--- src/sv/rotation_matrix_to_quaternion_unit_defines.svh ---
// Assertion macros for the rotation matrix to quaternion unit.
// Needs a clock named clk and a reset named rst in the including scope.
`ifndef ROTATION_MATRIX_TO_QUATERNION_UNIT_DEFINES_SVH
`define ROTATION_MATRIX_TO_QUATERNION_UNIT_DEFINES_SVH

// Same-cycle implication, off during reset.
`define RMQ_ASSERT_NOW(label, ante, cons) \
  label: assert property (@(posedge clk) disable iff (rst) (ante) |-> (cons)) \
    else $error("rmq check failed");

// Next-cycle implication, off during reset.
`define RMQ_ASSERT_NEXT(label, ante, cons) \
  label: assert property (@(posedge clk) disable iff (rst) (ante) |=> (cons)) \
    else $error("rmq check failed");

`endif

--- src/sv/rmq_fifo.sv ---
// Small first-in first-out queue built from flops.
// Generic width and depth; no package use.
`default_nettype none
module rmq_fifo #(
  parameter int W     = 8,
  parameter int DEPTH = 2
) (
  input  wire logic         clk,
  input  wire logic         rst,
  input  wire logic         push,
  input  wire logic [W-1:0] din,
  output logic              full,
  input  wire logic         pop,
  output logic [W-1:0]      dout,
  output logic              empty
);
  localparam int PW = (DEPTH > 1) ? $clog2(DEPTH) : 1;
  localparam int CW = $clog2(DEPTH + 1);

  logic [W-1:0]  mem [DEPTH];
  logic [PW-1:0] wr, rd;
  logic [CW-1:0] count;
  logic          do_push, do_pop;

  assign full    = (count == CW'(DEPTH));
  assign empty   = (count == '0);
  assign do_push = push && !full;
  assign do_pop  = pop && !empty;
  assign dout    = mem[rd];

  // advance pointers and count
  always_ff @(posedge clk) begin
    if (rst) begin
      wr    <= '0;
      rd    <= '0;
      count <= '0;
    end else begin
      if (do_push) wr <= (wr == PW'(DEPTH - 1)) ? '0 : wr + 1'b1;
      if (do_pop)  rd <= (rd == PW'(DEPTH - 1)) ? '0 : rd + 1'b1;
      if (do_push && !do_pop) count <= count + 1'b1;
      else if (do_pop && !do_push) count <= count - 1'b1;
    end
  end

  // store word
  always_ff @(posedge clk) begin
    if (do_push) mem[wr] <= din;
  end
endmodule
`default_nettype wire

--- config.mk ---
export PLATFORM = sky130hd
export DESIGN_NAME = rmq_fifo
export DESIGN_NICKNAME = d
export VERILOG_FILES = /design/src/sv/rotation_matrix_to_quaternion_unit_defines.svh /design/src/sv/rmq_fifo.sv
export SDC_FILE = /design/constraint.sdc
export NUM_CORES = 1
export LEC_CHECK = 0
export ABC_AREA = 1
export BUFFER_PORTS_ARGS = -buffer_cell sky130_fd_sc_hd__buf_2
export CAP_MARGIN = 5
export CORE_MARGIN = 4
export CORE_UTILIZATION = 40
export CTS_BUF_LIST = sky130_fd_sc_hd__clkbuf_16
export CTS_CLUSTER_DIAMETER = 80
export DETAILED_ROUTE_END_ITERATION = 6
export MAX_ROUTING_LAYER = met4
export PLACE_DENSITY = 0.62
export SETUP_SLACK_MARGIN = 0.02
export SYNTH_ARGS = -nofsm -noshare
export SYNTH_HDL_FRONTEND = slang
export SYNTH_SLANG_ARGS = --single-unit
export TNS_END_PERCENT = 10
--- constraint.sdc ---
create_clock -name clk -period 1.45 [get_ports clk]
set_input_delay 0 -clock clk [delete_from_list [all_inputs] [get_ports clk]]
set_output_delay 0 -clock clk [all_outputs]
set_load 0.005 [all_outputs]
== Word level (Yosys, flattened, before mapping) ==
Memories as Yosys holds them, arrays and structs flattened. A register that Yosys moved wholly into a read port is not among the register bits.
Cells that the tools add are included.
Widths: inputs -> output; s select.

* Register bits after elaboration: 4
* Bits in latches: 0
* RAM bits: 16
* Memory bits (read-only): 0
* Input port bits: 12
* Output and inout bits: 10
* Memories kept: 1

* $add $sub $neg: 4
* $mul: 0
* Div/mod/pow operators: 0
* $lt $le $gt $ge: 0
* Equality and inequality tests: 1
* Shift operators: 0
* Mux-type cells: 8
* Bitwise logic cells: 0
* Reductions and logical operators: 10

{| class="wikitable"
|+ Memories
! name !! depth !! bits a word !! read ports !! clocked after Yosys merged registers in !! write ports !! RTL line !! text
|-
| mem || 2 || 8 || 1 || 1 || 1 || rmq_fifo.sv:20 || <nowiki>logic [W-1:0] mem [DEPTH];</nowiki>
|}

{| class="wikitable"
|+ Operator list
! cell !! number
|-
| $mux 1 || 6
|-
| $logic_and 1x1->1 || 4
|-
| $logic_not 1->1 || 4
|-
| $mux 2 || 2
|-
| $add 1x1->1 const B || 2
|-
| $add 2x1->2 const B || 1
|-
| $eq 2x2->1 const B || 1
|-
| $logic_not 2->1 || 1
|-
| $reduce_bool 2->1 || 1
|-
| $sub 2x1->2 const B || 1
|}

== Longest topological paths before layout ==
* Depth after elaboration: 7
* Depth in mapped cells: 10
* Depth with buffers taken out: 10

== Worst setup path before layout ==
No wires, ideal clock.

* Path type: register to register
* Start: register count[0]
* End: memory mem[1][0], enable pin
* Data arrival time: 951 ps
* Setup slack: 129 ps
* Stages on the path, launching flop included: 3
* Period minus slack after synthesis: 1321 ps
* Cell sequence: dfxtp_1 o21ai_2 nor2_1

* Longest elaborated chain between the ends: 5

{| class="wikitable"
|+ Ends and longest elaborated chain
! element !! RTL line !! text
|-
| start, declared || rmq_fifo.sv:22 || <nowiki>logic [CW-1:0] count;</nowiki>
|-
| start signal, assigned || rmq_fifo.sv:40 || <nowiki>if (do_push && !do_pop) count <= count + 1'b1;</nowiki>
|-
| start signal, assigned || rmq_fifo.sv:41 || <nowiki>else if (do_pop && !do_push) count <= count - 1'b1;</nowiki>
|-
| $eq 2x2->1 || rmq_fifo.sv:25 || <nowiki>assign full = (count == CW'(DEPTH));</nowiki>
|-
| $logic_not 1->1 || rmq_fifo.sv:27 || <nowiki>assign do_push = push && !full;</nowiki>
|-
| $logic_and 1x1->1 || rmq_fifo.sv:27 ||
|-
| $mux 1 || rmq_fifo.sv:47 || <nowiki>if (do_push) mem[wr] <= din;</nowiki>
|-
| $mux 1 (not written as such) || rmq_fifo.sv:47 ||
|-
| end, declared || rmq_fifo.sv:20 ||
|}

Every way passes these cells.

== Worst setup path after layout ==
* Start: register count[1]
* End: register count[1]

* Longest elaborated chain between the ends: 6
* Elaborated cells on any way between the ends: 15
* Those cells by class: add/sub (2); eq/ne (1); mux (2); reduce/logical (10)

{| class="wikitable"
|+ Ends and longest elaborated chain
! element !! RTL line
|-
| $eq 2x2->1 / $logic_not 2->1 (equally long branches) || rmq_fifo.sv:25, rmq_fifo.sv:26
|-
| $logic_not 1->1 (on tied branches) || rmq_fifo.sv:27, rmq_fifo.sv:28
|-
| $logic_and 1x1->1 (on tied branches) || rmq_fifo.sv:27, rmq_fifo.sv:28
|-
| $logic_not 1->1 (on tied branches) || rmq_fifo.sv:41, rmq_fifo.sv:40
|-
| $logic_and 1x1->1 (on tied branches) || rmq_fifo.sv:41, rmq_fifo.sv:40
|-
| $reduce_bool 2->1 (no source line) / $mux 2 (equally long branches) || --
|}

Parallel ways exist; a longest one is shown, timed or not. The select of a mux whose other input is x is not followed.
A chain may end at the register's enable or synchronous reset.

==> summary.md <==
| Metric | Value |
|---|---|
| Critical path's largest stage delay | `between 0.3 and 0.4 ns` |
| Total negative slack | `0 ns` |
| Yosys Warn Count | `0` |
| Max rail drop VDD | `between 0.0009 and 0.001 V` |
| Layout Nets | `112` |
| Hold crit path type | `in -> reg` |
| Height of the die | `53.5 microns` |
| Core ar. | `1960 sq um` |
| Number of synthesized register bits | `21` |
| Final Slew Violations | `0` |
| Num CTS Buffers | `3` |
| Vias | `545` |
| Final min period | `1.30 ns` |
| Vias/cell | `4.36` |
| CTS tree | `done` |
| Crit. End Element | `register` |
| Max-cap check violation count | `0` |
| I/O Pins | `22` |
| GRT Overall Usage | `11.3%` |
| Uppermost routed layer | `met3` |
| Detailed Routing Iterations Pass 1 | `4` |
| Cell Chain, Critical Path | `inv_2, o21ai_4, inv_2, ha_1, inv_2, nand3_1, nand2_1, inv_1, nor2_1` |
| Synthesized cell area | `between 800 and 900 sq um` |
| Worst-Skew Late Latency | `0.25 ns` |
| Largest net degree at the start of global routing | `12` |
| Initial Util | `42.2%` |
| Most common cell after layout, fill and taps aside | `buf_2` |
| Port bufs | `21` |
| Leakage | `0.000487 uW` |
| Post-route ant nets | `0` |
| Critical-path maximum fanout | `4` |
| Period utilization | `approximately nine tenths` |
| TritonCTS sink count | `21` |
| Required time of the critical path | `1.63 ns` |
| Worst path arrival time | `1.49 ns` |
| CP Class | `reg -> reg` |
| Worst-path clk slew | `0.05 ns` |
| Clock root buffer | `clkbuf_16` |
| 1st-iter DRT viols | `4` |
| PwrDens | `~1700 nW/um^2` |
| Syn_area_per_cell | `13.4 sq um` |
| CTS H-tree depth | `1` |
| Rows | `16` |
| Worst hold-check slack | `0.0237 ns` |
| GP Congestion | `between 0.6 and 0.7` |
| First-pass GRT wire length | `2.14 mm` |
| Slew HR | `75.8%` |
| Die area | `2860 sq um` |
| Vias in the first global route | `515` |
| Most frequent cells in the layout | `21 x buf_2, 16 x edfxtp_1, 9 x nor2_1, 8 x mux2_2, 8 x dlygate4sd3_1` |
| Initial antenna violation count | `0` |
| Worst-Margin Slew | `0.363 ns` |
| Share of layout cells above drive strength 1 | `45.9%` |
| CP dominant cell by count | `inv_2` |
| Clk buf depth | `2` |
| RSZ-0062 raised after global routing | `false` |
| Met1 wire length | `567 microns` |
| Congestion Overflow GR | `0` |
| Area added between synthesis and finish | `40.5%` |
| Slowest cell on crit path | `dfxtp_4` |
| Seq/Total Area, Yosys | `~70%` |
| Die Wd | `approximately 54 microns` |
| Synthesized netlist cell count | `62` |
| Diode count | `0` |
| Highest Clock Rate | `767 MHz` |
| Final wirelength | `1.38 mm` |
| Startpoint types | `register` |
| Routed wl met2 | `approximately 730 microns` |
| Post-DP HPWL | `993 microns` |
| # setup viols final | `0` |
| Outcome | `complete, no violations` |
| Fin. Hold Viols | `0` |
| DR WL/cell | `11.1 microns` |
| Drt drc | `0` |
| Met3 WL post-DR | `83 microns` |
| Syn_nets | `75` |
| Layout Skew | `approximately 0.0025 ns` |
| Yosys cell types | `16` |
-- cells by family (layout without fill, tap and decap cells) --
family	after synthesis	count (layout)	synth area share [%]
muxes	8	8	10.9
and+or+nand+nor	16	16	8.31
DFF	21	21	70.1
adders and majority gates	1	1	1.51
buffers and inverters	10	46	4.68
AOI/OAI and AO/OA	6	6	4.53
-- timing repair --
action	in CTS	in global routing
hold buffers	8	0
setup endpoints to repair	0	2
setup buffers	0	2
gates resized for setup	0	6
endpoints found under the hold margin	16	0
-- worst max-delay path: cells and delay by family (launching register included) --
kind                       cells  cell delay, ns
DFF                            1            0.35
adders and majority gates      1            0.28
buffers and inverters          4            0.21
and+or+nand+nor                3            0.21
AOI/OAI and AO/OA              1            0.18
-- synth_stat cells, drive strengths merged --
cell type	number	area [sq um]
dfxtp	5	100
nor2	9	33.8
and2	1	8.76
nand3	1	5.00
buf	1	5.00
nand4	1	6.26
nand2	4	15.0
o21ai	5	32.5
ha	1	12.5
edfxtp	16	480
inv	9	33.8
a21oi	1	5.00
mux2	8	90.1
-- stage by stage --
stage / setup slack [ns] / std cells / utilization (%) / cell area (sq um) / total power, uW
final: 0.146 / 125 / 59.3 / 1160 / 1950
after global routing: 0.00536 / 125 / 59.3 / 1160 / 2090
after CTS: 0.0306 / 123 / 57.9 / 1140 / 1920
after detailed placement: 0.0441 / 111 / 49.8 / 977 / 1340
after global placement: 0.0738 / 111 / 49.8 / 977 / 1320
after floorplan: 0.129 / 62 / - / 828 / 1160
-- where the power goes --
part           switching [uW]  leakage [uW]  total [uW]  internal [uW]
clock                     183     0.0000423         549            366
sequential               86.6      0.000192         867            780
combinational             248      0.000253         534            286
total                     517      0.000487        1950           1430
-- layout make-up --
type / count / area [sq um]
Inverter: 9 / 33.8
Multi-Input combinational cell: 31 / 216
Clock buffer: 3 / 75.1
Sequential cell: 21 / 586
Fill cell: 186 / 798
Timing Repair Buffer: 33 / 215
Tap cell: 27 / 33.8
Clock inverter: 1 / 3.75
-- registers in the layout, summed over array words and instances, names as in the netlist, named ones only --
signal,flops
count,2
rd,1
wr,1
mem,16
-- layer usage --
metal	GRT usage (%)	vias up
met1	11.5	251
met2	19.6	12
met5	-	-
met3	3.66	0
met4	5.11	0
li1	-	282
-- worst paths after layout --
| path | to | cells past startpoint | slack (ns) | startpoint |
|---|---|---|---|---|
| min reg2reg | wr | 2 | 0.50 | wr |
| max | count[1] | 9 | 0.15 | count[1] |
| min | count[1] | 4 | 0.02 | rst |
| max reg2reg | count[1] | 9 | 0.15 | count[1] |
Note: power is estimated with default switching activity, not from simulation.
