`config.mk`:
```
export PLATFORM = sky130hd
export DESIGN_NAME = rmq_front
export DESIGN_NICKNAME = d
export VERILOG_FILES = /design/src/sv/rotation_matrix_to_quaternion_unit_defines.svh /design/src/sv/rmq_pkg.sv /design/src/sv/rmq_front.sv
export SDC_FILE = /design/constraint.sdc
export NUM_CORES = 1
export LEC_CHECK = 0
export ABC_AREA = 1
export ABC_CLOCK_PERIOD_IN_PS = 7100
export BUFFER_PORTS_ARGS = -buffer_cell sky130_fd_sc_hd__buf_2
export CORE_MARGIN = 2
export CORE_UTILIZATION = 47
export CTS_BUF_LIST = sky130_fd_sc_hd__clkbuf_16
export DETAILED_ROUTE_END_ITERATION = 8
export PLACE_DENSITY_LB_ADDON = 0.08
export REMOVE_ABC_BUFFERS = 1
export SLEW_MARGIN = 10
export SYNTH_ARGS = -nofsm -noshare
export SYNTH_HDL_FRONTEND = slang
export SYNTH_SLANG_ARGS = --single-unit
export TNS_END_PERCENT = 5
```
`constraint.sdc`:
```
create_clock -name clk -period 7.1 [get_ports clk]
set_input_delay 0 -clock clk [delete_from_list [all_inputs] [get_ports clk]]
set_output_delay 0 -clock clk [all_outputs]
set_load 0.01 [all_outputs]
```
`src/sv/rotation_matrix_to_quaternion_unit_defines.svh`:
```
// Assertion macros for the rotation matrix to quaternion unit.
// Needs a clock named clk and a reset named rst in the including scope.
`ifndef ROTATION_MATRIX_TO_QUATERNION_UNIT_DEFINES_SVH
`define ROTATION_MATRIX_TO_QUATERNION_UNIT_DEFINES_SVH

// Same-cycle implication, off during reset.
`define RMQ_ASSERT_NOW(label, ante, cons) \
  label: assert property (@(posedge clk) disable iff (rst) (ante) |-> (cons)) \
    else $error("rmq check failed");

// Next-cycle implication, off during reset.
`define RMQ_ASSERT_NEXT(label, ante, cons) \
  label: assert property (@(posedge clk) disable iff (rst) (ante) |=> (cons)) \
    else $error("rmq check failed");

`endif

```
`src/sv/rmq_pkg.sv`:
```
// Shared types and constants for the rotation matrix to quaternion unit.
// No dependencies.
`default_nettype none
package rmq_pkg;

  localparam int ONE         = 16384;
  localparam int QMAX        = 16384;
  localparam int MAG_W       = 17;   // |term| < 2^17
  localparam int SQ_W        = 34;
  localparam int SUM_W       = 36;
  localparam int VAL_W       = 60;   // sum << 24
  localparam int ROOT_W      = 30;
  localparam int REM_W       = 32;
  localparam int NUM_W       = 45;
  localparam int QUO_W       = 16;
  localparam int QUEUE_DEPTH_DEF = 2;
  localparam int OUT_DEPTH_DEF   = 2;

  typedef enum logic [1:0] {BR_TRACE, BR_X, BR_Y, BR_Z} branch_t;

  typedef struct packed {
    logic signed [15:0] m00, m01, m02, m10, m11, m12, m20, m21, m22;
  } in_t;

  typedef struct packed {
    logic signed [15:0] q_x, q_y, q_z, q_w;
    logic               degenerate;
  } out_t;

  // Raw terms as sign and magnitude, lane 0..3 = x, y, z, w
  typedef struct packed {
    logic [3:0]             neg;
    logic [3:0][MAG_W-1:0]  mag;
  } term_t;

endpackage
`default_nettype wire

```
`src/sv/rmq_front.sv`:
```
// Front end: takes a matrix word, picks the branch, forms the four raw terms.
// Depends on rmq_pkg.
`default_nettype none
module rmq_front (
  input  wire logic          clk,
  input  wire logic          rst,
  input  wire logic          push,
  input  wire rmq_pkg::in_t  din,
  output logic               full,
  output logic               mq_push,
  output rmq_pkg::term_t     mq_din,
  input  wire logic          mq_full
);
  import rmq_pkg::*;

  logic               f_v;
  in_t                f_m;
  logic               accept;
  logic signed [18:0] a00, a01, a02, a10, a11, a12, a20, a21, a22, tr, one_s;
  logic signed [18:0] t [4];
  branch_t            br;

  assign full    = f_v && mq_full;
  assign accept  = push && !full;
  assign mq_push = f_v && !mq_full;

  // hold the accepted word until the queue takes it
  always_ff @(posedge clk) begin
    if (rst) begin
      f_v <= 1'b0;
    end else if (accept) begin
      f_v <= 1'b1;
    end else if (mq_push) begin
      f_v <= 1'b0;
    end
  end

  always_ff @(posedge clk) begin
    if (accept) f_m <= din;
  end

  // widen entries and pick the branch
  always_comb begin
    a00 = 19'(f_m.m00); a01 = 19'(f_m.m01); a02 = 19'(f_m.m02);
    a10 = 19'(f_m.m10); a11 = 19'(f_m.m11); a12 = 19'(f_m.m12);
    a20 = 19'(f_m.m20); a21 = 19'(f_m.m21); a22 = 19'(f_m.m22);
    one_s = 19'(ONE);
    tr = a00 + a11 + a22;
    if (tr >= a00 && tr >= a11 && tr >= a22) br = BR_TRACE;
    else if (a00 >= a11 && a00 >= a22)      br = BR_X;
    else if (a11 >= a22)                    br = BR_Y;
    else                                    br = BR_Z;
  end

  // form the raw terms
  always_comb begin
    case (br)
      BR_TRACE: begin
        t[0] = a21 - a12; t[1] = a02 - a20; t[2] = a10 - a01; t[3] = one_s + tr;
      end
      BR_X: begin
        t[0] = one_s + a00 - a11 - a22; t[1] = a01 + a10;
        t[2] = a02 + a20;               t[3] = a21 - a12;
      end
      BR_Y: begin
        t[0] = a01 + a10;  t[1] = one_s - a00 + a11 - a22;
        t[2] = a12 + a21;  t[3] = a02 - a20;
      end
      default: begin
        t[0] = a02 + a20;  t[1] = a12 + a21;
        t[2] = one_s - a00 - a11 + a22; t[3] = a10 - a01;
      end
    endcase
  end

  // split into sign and magnitude
  always_comb begin
    for (int i = 0; i < 4; i++) begin
      mq_din.neg[i] = t[i][18];
      mq_din.mag[i] = MAG_W'(t[i][18] ? -t[i] : t[i]);
    end
  end
endmodule
`default_nettype wire

```
* Word-level counts from Yosys, hierarchy flattened
Index checks and enable logic that the tools add are counted.
** Word-level totals
- Input port bits :: 148
- Register bits after elaboration :: 145
- Output and inout port bits :: 74
- Word-level logic and storage cells :: 59
** Operators by class
- $lt $le $gt $ge :: 6
- Multiplexer cells :: 10
- Eq/ne operators :: 2
- Add/subtract/negate cells :: 21
- Reductions and logical operators :: 10
** Operators with widths (number)
- one-hot mux 76 bit (3 select lines) :: 1
- adder 16 x 16 -> 17 bit :: 4
- 2-to-1 mux 17 bit :: 4
- negation 17 bit :: 4
- greater-or-equal comparator 18 x 16 -> 1 bit :: 3
- subtractor 16 x 16 -> 17 bit :: 3
- greater-or-equal comparator 16 bit :: 3
- subtractor 18 x 16 -> 19 bit :: 2
- adder 17 x 16 -> 18 bit :: 2
- subtractor 17 x 16 -> 18 bit :: 2
- adder 16 x 18 -> 19 bit, first input constant :: 1
- adder 18 x 16 -> 19 bit :: 1
- adder 16 x 16 -> 17 bit, first input constant :: 1
- subtractor 16 x 16 -> 17 bit, first input constant :: 1
- logical AND 1 bit :: 6
- 2-to-1 mux 2 bit :: 2
- 2-to-1 mux 1 bit :: 3
- equality test 2 x 1 -> 1 bit, second input constant :: 1
- equality test 2 bit, second input constant :: 1
- zero test 1 bit :: 2
- zero test 2 bit :: 1
- nonzero test 2 bit :: 1

* Depth between registers and ports, before layout
- Depth in word-level cells :: 10
- Mapped depth :: 39
- Mapped depth without buffers :: 38

* Least setup slack after synthesis
No wires, ideal clock.
- Path type :: register to register
- Start :: register f_v
- End :: register f_m, in the netlist a00[0], enable pin
- Setup slack :: 0.029 ns
- Buffers on the path :: 0
- Required time :: 6.451 ns
- Clock period less this slack :: 7.071 ns
- Library setup time :: 0.649 ns
- Arrival :: 6.422 ns
- Stages on the path, launching flop included :: 4
- Path through :: dfxtp_1 > nand2_1 > inv_1 > nor2_1
** On the way
- Word-level cells in the longest chain between the ends :: 3
** Ends and longest elaborated chain
- start, declared :: line rmq_front.sv:16 : logic f_v;
- start signal, assigned :: line rmq_front.sv:30 : f_v <= 1'b0;
- start signal, assigned :: line rmq_front.sv:32 : f_v <= 1'b1;
- start signal, assigned :: line rmq_front.sv:34 : f_v <= 1'b0;
- logical AND 1 bit :: line rmq_front.sv:23 : assign full = f_v && mq_full;
- named net full :: line rmq_front.sv:9 : output logic full,
- zero test 1 bit :: line rmq_front.sv:24 : assign accept = push && !full;
- logical AND 1 bit :: line rmq_front.sv:24
- named net accept :: line rmq_front.sv:18 : logic accept;
- end signal, assigned :: line rmq_front.sv:39 : if (accept) f_m <= din;
- end, declared :: line rmq_front.sv:17 : in_t f_m;
The timed path passes the listed nets, and every way through them passes these cells.
A chain may end at the register's enable or synchronous reset.

==> run_results.csv <==
group,metric,value,unit
run_status,outcome,"finished clean",
synth,netlist_instances,2898,
drt,final_antenna_net_count,0,
synth,yosys.area.top_type,"edfxtp_1",
die,num_rows,77,
clock_network,clk_latency,0.51,ns
die,ioPinCount,222,
global_route,grt_max_degree,68,
clock_network,cts_sinks,145,
drt,wirelength,82800,um
worst_setup_path,path_class,"reg -> out",
place,dpl.hpwl,68000,um
clock_network,numCtsBuffers,17,
synth,avgSynthCellArea,7.26,um^2
clock_network,cts_tree,"yes",
worst_setup_path,cp-end-kind,"output pin",
synth,synth_area_leaders,"edfxtp_1 (21%), ha_1 (18%), nand2_1 (12%), inv_1 (7.6%), nand3_1 (7.2%)",
place,post-place-ws,0.654,ns
clock_network,cts_buffer_depth,2,
die,core_region_area,0.0442,mm^2
power,p_leak,12.7,nW
power,p_clk_share,11.6,%
sta,fin_crit_sh,94.4,%
synth,synth_edf_count,144,
synth,synth_top_area_share,20.6,%
place,gp_congestion,1.02,
worst_setup_path,cp_max_fo,61,
clock_network,htreeDepth,4,
finish,diodes,0,
die,die_area,0.0465,mm^2
power,pwr-share-comb,75.2,%
sta,fin_tns_setup,0,ns
synth,netlist_area,0.0210,mm^2
finish,layout_commonest_cell,"nand2_1",
power,peakVddDrop,0.000315,V
finish,fin_nets,3775,
global_route,grt_pass1_vias,20919,
sta,rsz0062_at_grt,"false",
finish,drive_above_1_share,11.4,%
worst_setup_path,cp_slowest_cell,"edfxtp_1",
drt,drtIter0Drc,1726,
clock_network,clkTransAtPathRegs,0.07,ns
power,seqPwrFrac,13.3,%
synth,async_flop_share,0,%
synth,synth_cell_type_count,49,
synth,ys_seq_area_share,20.7,%
power,switching_power,0.00454,W
drt,drcViolationCount,0,
die,dieHeight,216,um
sta,period_needed,6.71,ns
synth,synth_ff_type,"edfxtp_1",
worst_setup_path,slowest_delay,0.44,ns
hold_path,hold_class,"in -> reg",
sta,finClkSkew,0.00784,ns
worst_setup_path,cp_common_cell,"nand2_1",
finish,layout.cells.non_filler,3856,
worst_setup_path,required,7.10,ns
drt,via_count,21231,
sta,finalMaxSlewViolations,0,
power,swShare,56.9,%
finish,final_cell_mix,"nand2_1 (665), inv_1 (422), ha_1 (302)",
global_route,grt_pass1_wl,123000,um
drt,dr.pass1.iters,6,
synth,synth_seq_cells,145,
drt,vias_per_cell,5.51,
sta,setup_viol,0,
die,start_util,47.6,%
place,portBuffers,221,
global_route,track_usage,35.3,%
place,place_inst,3661,
sta,tightest_slew,0.958,ns
die,die_w,216,um
finish,synthToLayoutAreaGrowth,18.4,%
power,p_int,0.00344,W
sta,relSlewSlack,36.0,%
drt,routedWlPerCell,21.5,um
global_route,overflow,0,
sta,final-hold-violation-count,0,
sta,fmax,149,MHz
worst_setup_path,arrival,6.71,ns
sta,final_critical_path_setup_slack,0.394,ns
power,p_per_area,320,mW/mm^2
flow_run,maxCapViolCount,0,
clock_network,root_buffer,"clkbuf_16",
worst_setup_path,crit_path_start_kind,"register",
global_route,grt_antenna_before_repair,0,
synth,yosysWarnings,0,
## cells by family after synthesis
kind of cell             count (synthesis)  synth area share (%)
AND/OR/NAND/NOR                       1374                  28.7
buffers and inverters                  505                  9.92
adder cells (fa/ha/maj)                376                  25.0
AO/OA/AOI/OAI                          337                  8.98
XOR/XNOR                               161                  6.71
flip-flops                             145                  20.7
## Yosys cell counts, types with 7 or more instances
cell      count
nor3_1       30
clkbuf_1     21
nand4_1      67
a21boi_0     10
a21oi_1     170
buf_2        28
nor2_1      237
inv_2         7
xor2_1      127
nand3_1     302
nand3b_1     13
nand3_2      13
inv_1       425
ha_1        302
buf_6        18
a21o_1       19
fa_1         74
o21bai_1     11
o21ai_0      86
nor2_2       21
edfxtp_1    144
xnor2_1      34
nand2_1     666
or2_2         7
## power by group through the flow
stage          sequential (W)  combinational (W)  clock (W)
3_3_place_gp          0.00108            0.00568          0
6_report              0.00106            0.00600   0.000923
2_1_floorplan         0.00107            0.00350          0
4_1_cts               0.00106            0.00579   0.000940
5_1_grt               0.00107            0.00647   0.000964
3_5_place_dp          0.00108            0.00569          0
## layout make-up
| type | instances | area (um^2) |
|---|---|---|
| clock buffer | 17 | 425 |
| clock inverter | 15 | 148 |
| fill | 4192 | 19300 |
| inverter | 433 | 1630 |
| multi-input combinational | 2249 | 14700 |
| sequential | 145 | 4340 |
| tap | 592 | 741 |
| timing repair buffer | 405 | 2920 |
## worst paths after layout
check | from | cells after the start | slack [ns] | to
worst min register to register | f_v | 3 | 0.85 | a01[0]
worst max register to register | f_v | 4 | 5.01 | a00[11]
worst min-delay path | mq_full | 4 | 0.1 | a01[0]
worst max-delay path | a22[1] | 40 | 0.39 | mq_din[27]
## stage by stage
step                      utilization [%]  total power [W]  instance area (um^2)  hold WS, ns
after floorplan                         -          0.00457                 20600       0.0475
after global placement               51.2          0.00675                 22600        0.158
after detailed placement             51.2          0.00677                 22600        0.160
after CTS                            55.8          0.00779                 24700       0.0446
after global routing                 56.3          0.00850                 24900        0.114
final                                56.3          0.00798                 24900       0.0987
## repair_timing
item	4_1_cts	5_1_grt
endpoints found under the hold margin	161	0
setup buffers	0	14
hold buffers	147	0
resized for setup	0	21
endpoints found under the setup margin	0	60
## sequential cells by signal, summed over array words and instances (netlist names)
register / flops
a00: 16
a01: 16
a02: 16
a10: 16
a11: 16
a12: 16
a20: 16
a21: 16
a22: 16
f_v: 1
## metal layers
layer | track usage, % | vias to the layer above | routed length (um)
li1 | - | 10184 | -
met2 | 60.2 | 847 | 39500
met4 | 19.6 | 0 | 4800
met5 | 0 | - | 0
met1 | 43.6 | 10020 | 34000
met3 | 4.06 | 180 | 4500
## worst max-delay path: cells and delay by family, from the launching register on
family,cells,cell delay [ns]
simple gates,21,2.33
flops,1,0.44
fa+ha+maj,5,1.58
compound gates,4,0.61
buf+inv,10,1.20
Power figures use the tool's default switching activity.
